**config.mk**
```make
export PLATFORM = sky130hd
export DESIGN_NAME = kway_merge_min_heap_unit_flat
export DESIGN_NICKNAME = d
export VERILOG_FILES = /design/src/hw/rtl/kwm_pkg.sv /design/src/hw/rtl/kwm_if.sv /design/src/hw/rtl/kway_merge_min_heap_unit.sv /design/src/flat_wrapper.sv
export SDC_FILE = /design/constraint.sdc
export NUM_CORES = 1
export LEC_CHECK = 0
export ABC_AREA = 1
export BUFFER_PORTS_ARGS = -buffer_cell sky130_fd_sc_hd__buf_2
export CAP_MARGIN = 10
export CORE_MARGIN = 8
export CORE_UTILIZATION = 55
export DETAILED_ROUTE_END_ITERATION = 10
export HOLD_SLACK_MARGIN = 0.1
export PLACE_DENSITY = 0.71
export RECOVER_POWER = 50
export SYNTH_ARGS = -nofsm -noshare
export SYNTH_HDL_FRONTEND = slang
export SYNTH_SLANG_ARGS = --single-unit
```
**constraint.sdc**
```tcl
create_clock -name i_clk -period 5.7 [get_ports i_clk]
set_clock_uncertainty 0.2 [all_clocks]
set_input_delay 0.285 -clock i_clk [delete_from_list [all_inputs] [get_ports i_clk]]
set_output_delay 0.285 -clock i_clk [all_outputs]
set_load 0.03 [all_outputs]
```
**src/hw/rtl/kwm_pkg.sv**
```systemverilog
package kwm_pkg;

    // Heap geometry.
    localparam int MAX_WAYS = 16;
    localparam int IDX_W    = $clog2(MAX_WAYS);
    localparam int CNT_W    = $clog2(MAX_WAYS + 1);
    localparam int CHD_W    = CNT_W + 1;

    // Field widths.
    localparam int FUNC_W = 3;
    localparam int VAL_W  = 32;
    localparam int WAY_W  = 4;

    // Value written into the root when its way runs dry.
    localparam logic signed [VAL_W-1:0] SENTINEL = 32'sh7FFF_FFFF;

    // One heap entry: value and the way it came from.
    typedef struct packed {
        logic signed [VAL_W-1:0] value;
        logic [WAY_W-1:0]        way;
    } t_entry;

    // Operation codes.
    typedef enum logic [FUNC_W-1:0] {
        FN_LOAD    = 3'd0,
        FN_BUILD   = 3'd1,
        FN_REPLACE = 3'd2,
        FN_EXHAUST = 3'd3,
        FN_CLEAR   = 3'd4
    } t_func;

    // Sequencer states.
    typedef enum logic [2:0] {
        ST_IDLE,
        ST_BLD_RD,
        ST_BLD_LAT,
        ST_SFT_RD,
        ST_SFT_CMP,
        ST_DONE
    } t_state;

endpackage

```
**src/hw/rtl/kwm_if.sv**
```systemverilog
// Command channel: one beat is one heap operation.
interface kwm_in_if;
    logic                                     valid;
    logic                                     ready;
    logic [kwm_pkg::FUNC_W-1:0]               func;
    logic signed [kwm_pkg::VAL_W-1:0]         value;
    logic [kwm_pkg::WAY_W-1:0]                way;

    modport source (output valid, output func, output value, output way, input ready);
    modport sink   (input valid, input func, input value, input way, output ready);
endinterface

// Result channel: one beat per command, describing the heap afterwards.
interface kwm_out_if;
    logic                                     valid;
    logic                                     ready;
    logic signed [kwm_pkg::VAL_W-1:0]         min_value;
    logic [kwm_pkg::WAY_W-1:0]                min_way;
    logic                                     valid_res;
    logic                                     done_res;
    logic                                     error;

    modport source (output valid, output min_value, output min_way, output valid_res,
                    output done_res, output error, input ready);
    modport sink   (input valid, input min_value, input min_way, input valid_res,
                    input done_res, input error, output ready);
endinterface

```
**src/hw/rtl/kway_merge_min_heap_unit.sv**
```systemverilog
// Channel   Dir  Beat contents
// i_in      in   func, value, way                               (valid/ready)
// o_out     out  min_value, min_way, valid_res, done_res, error (valid/ready)
//
// Load, clear and unused codes pass through the done state to the result.
// Replace and exhaust sift the new root down, one heap level at a time:
// each level is one read of both children on the two heap RAM read ports and
// one compare/write state. Build repeats that sift for every inner node, after
// a read and a latch state that fetch the node. Reset clears count, finished
// ways and the sequencer; heap RAM content is not cleared. Input ready is low while an
// operation runs; a result waiting on o_out holds the sequencer in its last state.
module kway_merge_min_heap_unit (
    input  logic       i_clk,
    input  logic       i_rst_n,
    kwm_in_if.sink     i_in,
    kwm_out_if.source  o_out
);
    import kwm_pkg::*;

    // Heap storage and its registered read ports.
    t_entry r_heap [MAX_WAYS];
    t_entry r_rd_a;
    t_entry r_rd_b;

    // Control state.
    t_state             r_state, n_state;
    logic [CNT_W-1:0]   r_count, n_count;
    logic [CNT_W-1:0]   r_finished, n_finished;
    logic [IDX_W-1:0]   r_node, n_node;
    logic [IDX_W-1:0]   r_k, n_k;
    logic               r_build, n_build;
    logic               r_err, n_err;
    logic               r_out_valid, n_out_valid;

    // Datapath state.
    t_entry             r_cur, n_cur;
    t_entry             r_root;
    t_entry             r_out_min, n_out_min;
    logic               r_out_vres, n_out_vres;
    logic               r_out_done, n_out_done;
    logic               r_out_err, n_out_err;

    // Memory port controls.
    logic               w_we;
    logic [IDX_W-1:0]   w_waddr;
    t_entry             w_wdata;
    logic [IDX_W-1:0]   w_raddr_a;
    logic [IDX_W-1:0]   w_raddr_b;

    logic               w_in_acc;
    logic               w_full;
    logic [CHD_W-1:0]   w_lc;
    logic [CHD_W-1:0]   w_rc;
    logic               w_lc_ok;
    logic               w_rc_ok;
    logic               w_l_lt;
    logic               w_r_lt;
    t_entry             w_pick;
    t_entry             w_in_entry;

    // The command side is open only while the sequencer is idle.
    assign i_in.ready = (r_state == ST_IDLE);

    assign w_in_acc   = i_in.valid && i_in.ready;
    assign w_full     = (r_count >= CNT_W'(MAX_WAYS));
    assign w_in_entry = '{value: i_in.value, way: i_in.way};

    // Child indexes of the node being sifted.
    assign w_lc    = CHD_W'({r_node, 1'b1});
    assign w_rc    = w_lc + CHD_W'(1);
    assign w_lc_ok = (w_lc < CHD_W'(r_count));
    assign w_rc_ok = (w_rc < CHD_W'(r_count));

    // Shared compare unit: left child first, then right child against the pick.
    assign w_l_lt = w_lc_ok && (r_rd_a.value < r_cur.value);
    assign w_pick = w_l_lt ? r_rd_a : r_cur;
    assign w_r_lt = w_rc_ok && (r_rd_b.value < w_pick.value);

    // Memory ports.
    always_comb begin
        w_we       = 1'b0;
        w_waddr    = r_node;
        w_wdata    = r_cur;
        w_raddr_a  = w_lc[IDX_W-1:0];
        w_raddr_b  = w_rc[IDX_W-1:0];
        case (r_state)
            ST_IDLE: begin
                if (w_in_acc && (t_func'(i_in.func) == FN_LOAD) && !w_full) begin
                    w_we    = 1'b1;
                    w_waddr = r_count[IDX_W-1:0];
                    w_wdata = w_in_entry;
                end
            end
            ST_BLD_RD: begin
                w_raddr_a = r_k;
            end
            ST_SFT_CMP: begin
                w_we    = 1'b1;
                w_waddr = r_node;
                if (w_r_lt) begin
                    w_wdata = r_rd_b;
                end else if (w_l_lt) begin
                    w_wdata = r_rd_a;
                end else begin
                    w_wdata = r_cur;
                end
            end
            default: begin
            end
        endcase
    end

    // Next state and sequencer registers.
    always_comb begin
        n_state     = r_state;
        n_count     = r_count;
        n_finished  = r_finished;
        n_node      = r_node;
        n_k         = r_k;
        n_build     = r_build;
        n_err       = r_err;
        n_cur       = r_cur;
        n_out_valid = r_out_valid && !o_out.ready;
        n_out_min   = r_out_min;
        n_out_vres  = r_out_vres;
        n_out_done  = r_out_done;
        n_out_err   = r_out_err;
        case (r_state)
            ST_IDLE: begin
                if (w_in_acc) begin
                    n_err   = 1'b0;
                    n_build = 1'b0;
                    n_state = ST_DONE;
                    case (t_func'(i_in.func))
                        FN_LOAD: begin
                            if (w_full) begin
                                n_err = 1'b1;
                            end else begin
                                n_count = r_count + CNT_W'(1);
                            end
                        end
                        FN_BUILD: begin
                            if (r_count != '0) begin
                                n_k     = IDX_W'((r_count - CNT_W'(1)) >> 1);
                                n_build = 1'b1;
                                n_state = ST_BLD_RD;
                            end
                        end
                        FN_REPLACE, FN_EXHAUST: begin
                            if (r_count == '0) begin
                                n_err = 1'b1;
                            end else begin
                                n_node    = '0;
                                n_cur.way = r_root.way;
                                if (t_func'(i_in.func) == FN_REPLACE) begin
                                    n_cur.value = i_in.value;
                                end else begin
                                    n_cur.value = SENTINEL;
                                    if (r_finished < r_count) begin
                                        n_finished = r_finished + CNT_W'(1);
                                    end
                                end
                                n_state = ST_SFT_RD;
                            end
                        end
                        FN_CLEAR: begin
                            n_count    = '0;
                            n_finished = '0;
                        end
                        default: begin
                        end
                    endcase
                end
            end
            ST_BLD_RD: begin
                n_state = ST_BLD_LAT;
            end
            ST_BLD_LAT: begin
                n_cur   = r_rd_a;
                n_node  = r_k;
                n_state = ST_SFT_RD;
            end
            ST_SFT_RD: begin
                n_state = ST_SFT_CMP;
            end
            ST_SFT_CMP: begin
                if (w_r_lt) begin
                    n_node  = w_rc[IDX_W-1:0];
                    n_state = ST_SFT_RD;
                end else if (w_l_lt) begin
                    n_node  = w_lc[IDX_W-1:0];
                    n_state = ST_SFT_RD;
                end else if (r_build && (r_k != '0)) begin
                    n_k     = r_k - IDX_W'(1);
                    n_state = ST_BLD_RD;
                end else begin
                    n_state = ST_DONE;
                end
            end
            ST_DONE: begin
                // Post the result once the output register is free.
                if (!r_out_valid || o_out.ready) begin
                    n_out_valid = 1'b1;
                    n_out_vres  = (r_count != '0);
                    n_out_done  = (r_count != '0) && (r_finished == r_count);
                    n_out_err   = r_err;
                    n_out_min   = (r_count != '0) ? r_root : '0;
                    n_state     = ST_IDLE;
                end
            end
            default: begin
                n_state = ST_IDLE;
            end
        endcase
    end

    // Control registers.
    always_ff @(posedge i_clk) begin
        if (!i_rst_n) begin
            r_state     <= ST_IDLE;
            r_count     <= '0;
            r_finished  <= '0;
            r_out_valid <= 1'b0;
        end else begin
            r_state     <= n_state;
            r_count     <= n_count;
            r_finished  <= n_finished;
            r_out_valid <= n_out_valid;
        end
    end

    // Payload registers.
    always_ff @(posedge i_clk) begin
        r_node     <= n_node;
        r_k        <= n_k;
        r_build    <= n_build;
        r_err      <= n_err;
        r_cur      <= n_cur;
        r_out_min  <= n_out_min;
        r_out_vres <= n_out_vres;
        r_out_done <= n_out_done;
        r_out_err  <= n_out_err;
    end

    // Heap RAM with a shadow copy of the root entry.
    always_ff @(posedge i_clk) begin
        r_rd_a <= r_heap[w_raddr_a];
        r_rd_b <= r_heap[w_raddr_b];
        if (w_we) begin
            r_heap[w_waddr] <= w_wdata;
        end
        if (w_we && (w_waddr == '0)) begin
            r_root <= w_wdata;
        end
    end

    // Result channel.
    assign o_out.valid     = r_out_valid;
    assign o_out.min_value = r_out_min.value;
    assign o_out.min_way   = r_out_min.way;
    assign o_out.valid_res = r_out_vres;
    assign o_out.done_res  = r_out_done;
    assign o_out.error     = r_out_err;

    // The heap never holds more entries than it has slots.
    a_count_max: assert property (@(posedge i_clk) disable iff (!i_rst_n)
        r_count <= CNT_W'(MAX_WAYS))
        else $error("heap count beyond capacity");

    // Finished ways never outnumber the entries.
    a_fin_le_count: assert property (@(posedge i_clk) disable iff (!i_rst_n)
        r_finished <= r_count)
        else $error("finished ways exceed heap count");

    // A sift only ever visits nodes inside the heap.
    a_node_in_heap: assert property (@(posedge i_clk) disable iff (!i_rst_n)
        (r_state == ST_SFT_RD || r_state == ST_SFT_CMP) |-> (CNT_W'(r_node) < r_count))
        else $error("sift node outside heap");

    // A finished merge implies a non-empty heap in the result.
    a_done_valid: assert property (@(posedge i_clk) disable iff (!i_rst_n)
        (o_out.valid && o_out.done_res) |-> o_out.valid_res)
        else $error("done flagged on empty heap");

endmodule

```
**src/flat_wrapper.sv**
```systemverilog
// flat-port wrapper written by rule: the top's interface ports become plain ports
module kway_merge_min_heap_unit_flat import kwm_pkg::*;
  (i_clk, i_rst_n, i_in_valid, i_in_func, i_in_value, i_in_way, i_in_ready, o_out_valid, o_out_min_value, o_out_min_way, o_out_valid_res, o_out_done_res, o_out_error, o_out_ready);
  kwm_in_if i_in_i ();
  kwm_out_if o_out_i ();
  input  logic i_clk;
  input  logic i_rst_n;
  input wire logic [$bits(i_in_i.valid)-1:0] i_in_valid;
  input wire logic [$bits(i_in_i.func)-1:0] i_in_func;
  input wire logic [$bits(i_in_i.value)-1:0] i_in_value;
  input wire logic [$bits(i_in_i.way)-1:0] i_in_way;
  output wire logic [$bits(i_in_i.ready)-1:0] i_in_ready;
  output wire logic [$bits(o_out_i.valid)-1:0] o_out_valid;
  output wire logic [$bits(o_out_i.min_value)-1:0] o_out_min_value;
  output wire logic [$bits(o_out_i.min_way)-1:0] o_out_min_way;
  output wire logic [$bits(o_out_i.valid_res)-1:0] o_out_valid_res;
  output wire logic [$bits(o_out_i.done_res)-1:0] o_out_done_res;
  output wire logic [$bits(o_out_i.error)-1:0] o_out_error;
  input wire logic [$bits(o_out_i.ready)-1:0] o_out_ready;
  assign i_in_i.valid = i_in_valid;
  assign i_in_i.func = i_in_func;
  assign i_in_i.value = i_in_value;
  assign i_in_i.way = i_in_way;
  assign i_in_ready = i_in_i.ready;
  assign o_out_valid = o_out_i.valid;
  assign o_out_min_value = o_out_i.min_value;
  assign o_out_min_way = o_out_i.min_way;
  assign o_out_valid_res = o_out_i.valid_res;
  assign o_out_done_res = o_out_i.done_res;
  assign o_out_error = o_out_i.error;
  assign o_out_i.ready = o_out_ready;
  kway_merge_min_heap_unit u_core (.i_clk(i_clk), .i_rst_n(i_rst_n), .i_in(i_in_i), .o_out(o_out_i));
endmodule
```
Word level (Yosys, flattened, before mapping)
Memories as Yosys holds them, arrays and structs flattened. A register that Yosys moved wholly into a read port is not among the register bits.
Cells that the tools add are included.
{"block": "word_totals", "register_bits": 135, "ram_bits": 576, "out_inout_bits": 41, "n_memories": 1}
{"name": "u_core.r_heap", "words": 16, "width": 36, "read_ports": 2, "rd_ports_with_merged_regs": 2, "wr": 1, "line_no": "kway_merge_min_heap_unit.sv:21", "source": "t_entry r_heap [MAX_WAYS];"}
{"block": "classes", "add_sub_neg": 5, "order_cmp": 6, "n_eq_ne": 24, "n_mux": 50, "reduce_logical": 33}
{"cell": "36-bit 2-to-1 mux", "n": 6}
{"cell": "36-bit case mux with 2 select lines", "n": 2}
{"cell": "32-bit < comparator", "n": 2}
{"cell": "4-bit 2-to-1 mux", "n": 14}
{"cell": "32-bit 2-to-1 mux", "n": 1}
{"cell": "3-bit 2-to-1 mux", "n": 7}
{"cell": "5-bit 2-to-1 mux", "n": 4}
{"cell": "2-bit inequality test, second input constant", "n": 10}
{"cell": "5-bit case mux with 2 select lines", "n": 2}
{"cell": "3-bit case mux with 6 select lines", "n": 1}
{"cell": "3-bit by 2-bit == test with 1-bit output, second input constant", "n": 4}
{"cell": "4-bit case mux with 3 select lines", "n": 1}
{"cell": "5-bit by 1-bit adder with 5-bit output, second input constant", "n": 2}
{"cell": "5-bit < comparator", "n": 2}
{"cell": "3-bit == test, second input constant", "n": 3}
{"cell": "1-bit logical AND", "n": 9}
{"cell": "1-bit 2-to-1 mux", "n": 8}
{"cell": "4-bit case mux with 2 select lines", "n": 1}
{"cell": "4-bit AND reduction", "n": 2}
{"cell": "2-bit nonzero test", "n": 4}
{"cell": "7-bit AND reduction", "n": 1}
{"cell": "5-bit by 1-bit adder with 6-bit output, second input constant", "n": 1}
{"cell": "3-bit by 1-bit == test with 1-bit output, second input constant", "n": 2}
{"cell": "3-bit logical NOT", "n": 2}
{"cell": "20 further kinds", "n": 27}

Depth between registers and ports, before layout
Gate-level depths: netlist (run 1).
{"block": "depth", "depth_word": 8, "ltp_mapped": 35, "mapped_depth_nobuf": 33}

Worst setup path before layout (run 1)
OpenSTA, ideal clock, no wires.
{"block": "synth_path", "path_kind": "register -> register", "from": "register u_core.r_node[0]", "to": "memory u_core.r_heap[0][0] in the netlist's numbering, data pin", "setup_ns": 0.378, "t_arrival_ns": 4.180, "required_ns": 5.122, "path_slack_ns": 0.942, "stages_incl_launch_ff": 23, "n_path_buf": 4, "synth_period_minus_slack_ns": 4.758, "path_cell_list": "edfxtp_1 -> clkinv_1 -> clkbuf_1 -> clkbuf_1 -> ha_1 -> o21bai_1 -> a21o_1 -> a21oi_1 -> nand3_4 -> clkbuf_1 -> nand2_1 -> o21ai_0 -> ha_1 -> nand4_1 -> nor4_1 -> inv_1 -> nor4_1 -> nand2_1 -> nand3_2 -> nand3_4 -> buf_4 -> nand3_1 -> nand4_1"}
{"element": "start: declaration", "line_no": "kway_merge_min_heap_unit.sv:29", "source": "logic [IDX_W-1:0] r_node, n_node;"}
{"element": "start signal: assignment", "line_no": "kway_merge_min_heap_unit.sv:234", "source": "r_node <= n_node;"}
{"element": "end: declaration", "line_no": "kway_merge_min_heap_unit.sv:21"}

Worst setup path in the final report (run 1)
{"block": "layout_path", "from": "register u_core.r_state[1]", "to": "register u_core.r_cur[4] in the netlist's numbering, enable pin"}
{"block": "layout_between", "elab_chain_cells": 4, "word_cells_on_any_way": 8, "cone_classes": "eq/ne (4); reduce/logical (4)"}
{"element": "start: declaration", "line_no": "kway_merge_min_heap_unit.sv:26", "source": "t_state r_state, n_state;"}
{"element": "start signal: assignment", "line_no": "kway_merge_min_heap_unit.sv:225", "source": "r_state <= n_state;"}
{"element": "3-bit logical NOT", "line_no": "kway_merge_min_heap_unit.sv:62, kway_merge_min_heap_unit.sv:128"}
{"element": "1-bit logical AND", "line_no": "kway_merge_min_heap_unit.sv:64", "source": "assign w_in_acc = i_in.valid && i_in.ready;"}
{"element": "2-bit inequality test (no source line)"}
{"element": "4-bit AND reduction (no source line) *"}
{"element": "end signal: assignment", "line_no": "kway_merge_min_heap_unit.sv:238", "source": "r_cur <= n_cur;"}
{"element": "end: declaration", "line_no": "kway_merge_min_heap_unit.sv:36", "source": "t_entry r_cur, n_cur;"}
Every way passes the cells marked *; elsewhere a longest branch is shown, timed or not.
A chain may end at the register's enable or synchronous reset.

==> flow_metrics.py, run 1 <==
metrics = {
    "run_status": {
        "status": "complete, but fails checks",
        "violations": "max-capacitance violations, max-slew violations, negative setup slack",
    },
    "critical_path": {
        "end_kind": "flip-flop",
        "path_class": "flip-flop to flip-flop",
        "worst_ep_arrival_time_ns": 5.78,
        "timing.rr.end": "u_core.r_cur[4]",
        "crit_fanout": 40,
        "critPathLaunchType": "flip-flop",
        "cp-startpoint": "u_core.r_state[1]",
        "reg2reg_depth": 8,
        "required_ns": 5.76,
        "r2r_slack_ns": -0.03,
        "cp-endpoint": "u_core.r_cur[4]",
        "r2r_start": "u_core.r_state[1]",
    },
    "timing": {
        "tightest_slew_ns": 3.30,
        "final-setup-viol-count": 32,
        "finalHoldViolations": 0,
        "timing.final.max_slew_violations": 506,
        "fin_crit_sh_pct": 100,
        "setup_tns_ns": -0.573,
        "setup_slack_ns": -0.0272,
        "hold_ws_ns": 0.233,
        "max_freq_mhz": 175,
        "min_period_ns": 5.73,
        "max-slew-margin-rel_pct": -120,
    },
    "layout": {
        "num-fill-cells": 5052,
        "n_antenna_cell": 0,
        "final_cell_mix": "edfxtp_1 (661), nand2_1 (442), o21ai_0 (423)",
        "fin_nets": 3598,
        "synthToLayoutAreaGrowth_pct": 12.7,
        "post-route-util_pct": 62.6,
        "postLayoutCellArea_um2": 39500,
        "drive_above_1_share_pct": 7.91,
        "final_common_cell": "edfxtp_1",
    },
    "drt": {
        "wl_um": 113000,
        "drc": 0,
        "postRouteAntennaNets": 0,
        "detail_route.iter0.violations": 4261,
        "via_per_inst": 6.56,
        "num_vias": 28800,
        "first_pass_iters": 7,
        "wl_per_cell_um": 25.8,
    },
    "floorplan": {
        "placementRows": 92,
        "dieArea_um2": 72100,
        "start_util_pct": 55.6,
        "ioPinCount": 84,
        "core_area_um2": 63100,
        "die_w_um": 269,
        "die_y_um": 269,
    },
    "yosys": {
        "synthXorXnorAreaFrac_pct": 0.150,
        "syn_nets": 3550,
        "syn-instance-count": 3427,
        "synth.avg_cell_area_um2": 10.2,
        "ys_seq_area_share_pct": 61.5,
        "synthSimpleGateAreaFrac_pct": 11.0,
        "synth_compound_area_share_pct": 18.3,
        "synth-adder-area-share_pct": 2.85,
        "ys_seq_elements": 747,
        "async_reset_ff_share_pct": 0,
        "synth_cell_type_count": 46,
        "synth_top_family_by_area": "compound AO/OA/AOI/OAI gates",
        "netlist_area_um2": 35100,
        "yosys_warnings": 0,
        "synthMuxAreaShare_pct": 0,
        "synthFlopType": "edfxtp_1",
        "synth_edf_count": 661,
    },
    "place": {
        "hpwlAfterDp_um": 60900,
        "place_area_um2": 36500,
        "routabilityCongestion": 0.928,
        "port_buffers": 83,
        "dp_slack_ns": 0.163,
    },
    "power": {
        "vdd_drop_max_uv": 454,
        "powerDensity_nw_per_um2": 677,
        "leakagePower_nw": 14.7,
    },
    "hold_path": {
        "hp-class": "flip-flop to flip-flop",
        "worstHoldStart": "u_core.r_err",
    },
    "global_routing": {
        "first_global_vias": 27600,
        "overflow": 0,
        "track_usage_pct": 30.7,
        "grt_max_degree": 233,
        "grt_pass1_wl_um": 167000,
        "antenna_found_initial": 2,
    },
    "clocking": {
        "cts_made_buffers": 79,
        "clk_pin_slew_ns": 0.06,
        "cts.sinks": 747,
        "cts_tree": "built",
        "cts_max_path_buffers": 3,
        "clock_latency_ns": 0.64,
        "root_buffer": "clkbuf_16",
        "htree_levels": 3,
    },
    "flow_run": {
        "cap_violations": 16,
    },
}
## through the flow
step / total power [mW] / std cells
finish: 26.8 / 4387
CTS: 26.2 / 4373
global route: 28.0 / 4387
floorplan: 16.6 / 3427
global placement: 20.5 / 4184
detailed placement: 20.9 / 4184
## worst min path at each step
| stage | endpoint | depth (start not counted) |
|---|---|---|
| 6_report | u_core.o_out.error | 0 |
| 5_1_grt | u_core.o_out.error | 0 |
| 4_1_cts | u_core.o_out.error | 0 |
| 3_5_place_dp | u_core.o_out.error | 0 |
| 3_3_place_gp | u_core.o_out.error | 0 |
| 2_1_floorplan | u_core.o_out.error | 0 |
## power by group
group | internal [mW] | total (mW) | leakage, nW | switching, mW
clock | 3.10 | 5.25 | 1.30 | 2.15
combinational | 3.41 | 12.8 | 6.75 | 9.36
sequential | 8.34 | 8.74 | 6.64 | 0.405
## logic make-up (layout without fill, tap and decap cells)
kind of cell,after synthesis,count (layout)
compound gates,1058,1058
xor+xnor,6,6
fa+ha+maj,80,80
buf+inv,569,681
flops,747,747
simple gates,967,969
## flip-flops by register name, summed over array words and instances (netlist names), 3 cells and up
signal / flops
u_core.r_k: 4
u_core.r_count: 5
u_core.r_finished: 5
u_core.r_node: 4
u_core.r_cur: 36
u_core.r_state: 3
u_core.r_heap: 576
u_core.o_out.min_value: 32
u_core.o_out.min_way: 4
u_core.r_rd_b: 36
u_core.r_rd_a: 36
## critical path, cell delays in order (launching register included)
cell      delay (ns)
dfxtp_1         0.42
nor2_1          0.09
inv_1           0.72
nor2_1          0.23
inv_1           0.14
clkbuf_1        1.96
a31oi_1         0.33
nor2_1          0.63
buf_4           0.60
## layout make-up
| cell class | count | area (um^2) | share of cell area, % |
|---|---|---|---|
| sequential | 747 | 21600 | 54.6 |
| multi-input combinational | 2113 | 11600 | 29.3 |
| clock buffer | 112 | 2310 | 5.84 |
| timing repair buffer | 213 | 1430 | 3.62 |
| inverter | 321 | 1210 | 3.07 |
| tap | 846 | 1060 | 2.68 |
| clock inverter | 35 | 345 | 0.874 |
## metal layers
layer	share of wire, %	global-route usage (%)	vias up
met5	0.011	0	-
met2	44	46.9	2070
li1	-	-	12500
met3	13	7.32	401
met1	38	41.0	13800
met4	5.1	15.2	2
## synth_stat cells (3+ instances only)
| library cell | count | area share (%) |
|---|---|---|
| edfxtp_1 | 661 | 57 |
| nand2_1 | 443 | 4.7 |
| o21ai_0 | 422 | 6.0 |
| nor2_1 | 409 | 4.4 |
| inv_1 | 315 | 3.4 |
| clkbuf_1 | 224 | 2.4 |
| a31oi_1 | 179 | 3.2 |
| a21oi_1 | 152 | 2.2 |
| o211ai_1 | 101 | 2.2 |
| dfxtp_1 | 86 | 4.9 |
| ha_1 | 80 | 2.9 |
| o221ai_1 | 71 | 1.8 |
| o32ai_1 | 69 | 1.7 |
| nand3_1 | 58 | 0.83 |
| o22ai_1 | 35 | 0.62 |
| nand4_1 | 31 | 0.55 |
| buf_1 | 14 | 0.15 |
| nor3_1 | 12 | 0.17 |
| o21ai_1 | 9 | 0.13 |
| a211oi_1 | 7 | 0.15 |
| buf_2 | 6 | 0.086 |
| o21a_1 | 4 | 0.086 |
| clkinv_1 | 3 | 0.032 |
| inv_2 | 3 | 0.032 |
| nor4_1 | 3 | 0.054 |
| xnor2_1 | 3 | 0.075 |
| xor2_1 | 3 | 0.075 |
## what timing repair did
action                                  in CTS  in global routing
hold endpoints to repair                    50                 16
gates resized for setup                      0                 12
hold buffers                                42                  1
endpoints found under the setup margin       0                545
setup buffers                                0                  9
Power figures use the tool's default switching activity.
==> run 2: changes to the inputs <==
==> constraint.sdc (replaced) <==
create_clock -name i_clk -period 6.94 [get_ports i_clk]
set_clock_uncertainty 0.2 [all_clocks]
set_input_delay 0.347 -clock i_clk [delete_from_list [all_inputs] [get_ports i_clk]]
set_output_delay 0.347 -clock i_clk [all_outputs]
set_load 0.03 [all_outputs]
==> flow_metrics.py, run 2 (synthesized netlist as in run 1, its figures left out) <==
metrics = {
    "timing": {
        "timing.final.max_slew_violations": 708,
        "max_freq_mhz": 153,
        "fin_crit_sh_pct": 94.1,
        "rsz0062_at_grt": "false",
        "tightest_slew_ns": 3.61,
        "setup_tns_ns": 0,
        "setup_slack_ns": 0.406,
        "max-slew-margin-rel_pct": -140,
        "min_period_ns": 6.53,
        "hold_ws_ns": 0.244,
        "finalHoldViolations": 0,
        "final-setup-viol-count": 0,
    },
    "floorplan": {
        "dieArea_um2": 72100,
        "start_util_pct": 55.6,
        "ioPinCount": 84,
        "core_area_um2": 63100,
        "die_y_um": 269,
        "die_w_um": 269,
        "placementRows": 92,
    },
    "place": {
        "place_area_um2": 36400,
        "port_buffers": 83,
        "hpwlAfterDp_um": 63400,
        "dp_slack_ns": 1.19,
        "routabilityCongestion": 0.951,
    },
    "power": {
        "vdd_drop_max_uv": 385,
        "powerDensity_nw_per_um2": 555,
        "leakagePower_nw": 14.6,
    },
    "global_routing": {
        "first_global_vias": 27500,
        "grt_max_degree": 180,
        "track_usage_pct": 30.1,
        "grt_pass1_wl_um": 165000,
        "antenna_found_initial": 1,
        "overflow": 0,
    },
    "layout": {
        "final_common_cell": "edfxtp_1",
        "synthToLayoutAreaGrowth_pct": 12.1,
        "drive_above_1_share_pct": 7.21,
        "regMostFlops": "u_core.r_heap",
        "seq_area_um2": 21600,
        "fin_nets": 3579,
        "postLayoutCellArea_um2": 39300,
        "multi_input_area_um2": 11500,
        "post-route-util_pct": 62.3,
        "largest_reg_flops": 576,
        "num-fill-cells": 5042,
        "final_cell_mix": "edfxtp_1 (661), nand2_1 (444), o21ai_0 (423)",
    },
    "critical_path": {
        "r2r_slack_ns": 0.41,
        "required_ns": 6.99,
        "end_kind": "flip-flop",
        "critPathLaunchType": "flip-flop",
        "worst_ep_arrival_time_ns": 6.59,
        "path_class": "flip-flop to flip-flop",
        "crit_fanout": 40,
    },
    "drt": {
        "postRouteAntennaNets": 0,
        "via_per_inst": 6.52,
        "first_pass_iters": 7,
        "wl_um": 111000,
        "detail_route.iter0.violations": 4285,
        "drc": 0,
        "num_vias": 28500,
        "wl_per_cell_um": 25.4,
    },
    "clocking": {
        "clk_pin_slew_ns": 0.06,
        "htree_levels": 3,
        "clock_latency_ns": 0.64,
        "cts_made_buffers": 81,
        "cts.sinks": 747,
        "cts_max_path_buffers": 3,
        "cts_tree": "built",
        "postCtsSetupBuffers": 0,
        "root_buffer": "clkbuf_16",
    },
    "hold_path": {
        "hp-class": "flip-flop to flip-flop",
    },
    "run_status": {
        "status": "complete, but fails checks",
        "violations": "max-capacitance violations, max-slew violations",
    },
    "flow_run": {
        "cap_violations": 23,
    },
}
run 2: cell count changes in the layout (fill, tap and decap cells not counted), moves of 4 or more:
| cell | previous run | this run |
|---|---|---|
| buf_4 | 52 | 37 |
| clkbuf_2 | 16 | 12 |
| nand3_2 | 6 | 2 |
| inv_16 | 0 | 4 |
| clkbuf_8 | 10 | 6 |
| clkinv_1 | 10 | 14 |
run 2: metrics by stage:
stage	power (mW)	instances
2_1_floorplan	13.7	3427
6_report	21.8	4372
3_3_place_gp	17.0	4167
3_5_place_dp	17.2	4167
5_1_grt	22.9	4372
4_1_cts	21.5	4361
run 2: repair_timing:
item | CTS | global route
endpoints found under the setup margin | 0 | 0
hold buffers | 42 | 0
endpoints found under the hold margin | 50 | 0
resized for setup | 0 | 0
run 2: path summary, 6_finish.rpt:
| check | startpoint | end | depth (start not counted) |
|---|---|---|---|
| worst max-delay path | u_core.r_state[1] | u_core.r_cur[18] | 9 |
| worst max register to register | u_core.r_state[1] | u_core.r_cur[18] | 9 |
| worst min-delay path | u_core.r_err | u_core.o_out.error | 0 |
| worst min register to register | u_core.r_err | u_core.o_out.error | 0 |
run 2: layout make-up:
| cell class | instances | share of cell area [%] |
|---|---|---|
| timing repair buffer | 194 | 3.46 |
| inverter | 321 | 3.09 |
| clock buffer | 109 | 5.58 |
| multi-input combinational | 2111 | 29.3 |
| sequential | 747 | 54.9 |
| tap | 846 | 2.69 |
| antenna | 1 | 0.00637 |
| clock inverter | 43 | 1.03 |
run 2: critical path, stage by stage (launching register included):
cell	delay [ns]
dfxtp_1	0.43
nor2_2	0.05
buf_4	0.25
inv_1	0.81
nor2_1	0.27
inv_1	0.14
clkbuf_1	1.99
a31oi_1	0.49
nor2_4	0.75
clkbuf_2	0.72
run 2: power by group:
part	internal [mW]	total, mW	switching [mW]
Combinational	2.69	10.4	7.68
Sequential	6.85	7.20	0.352
Clock	2.40	4.23	1.83
Total	11.9	21.8	9.86
run 2: routing by layer:
metal  up-vias  GRT usage (%)  share of wire (%)
li1      12500              -                  -
met1     13600           40.5                 39
met2      2076           45.9                 43
met3       374           7.26                 13
met4         0           14.9                4.9
met5         -              0                  0
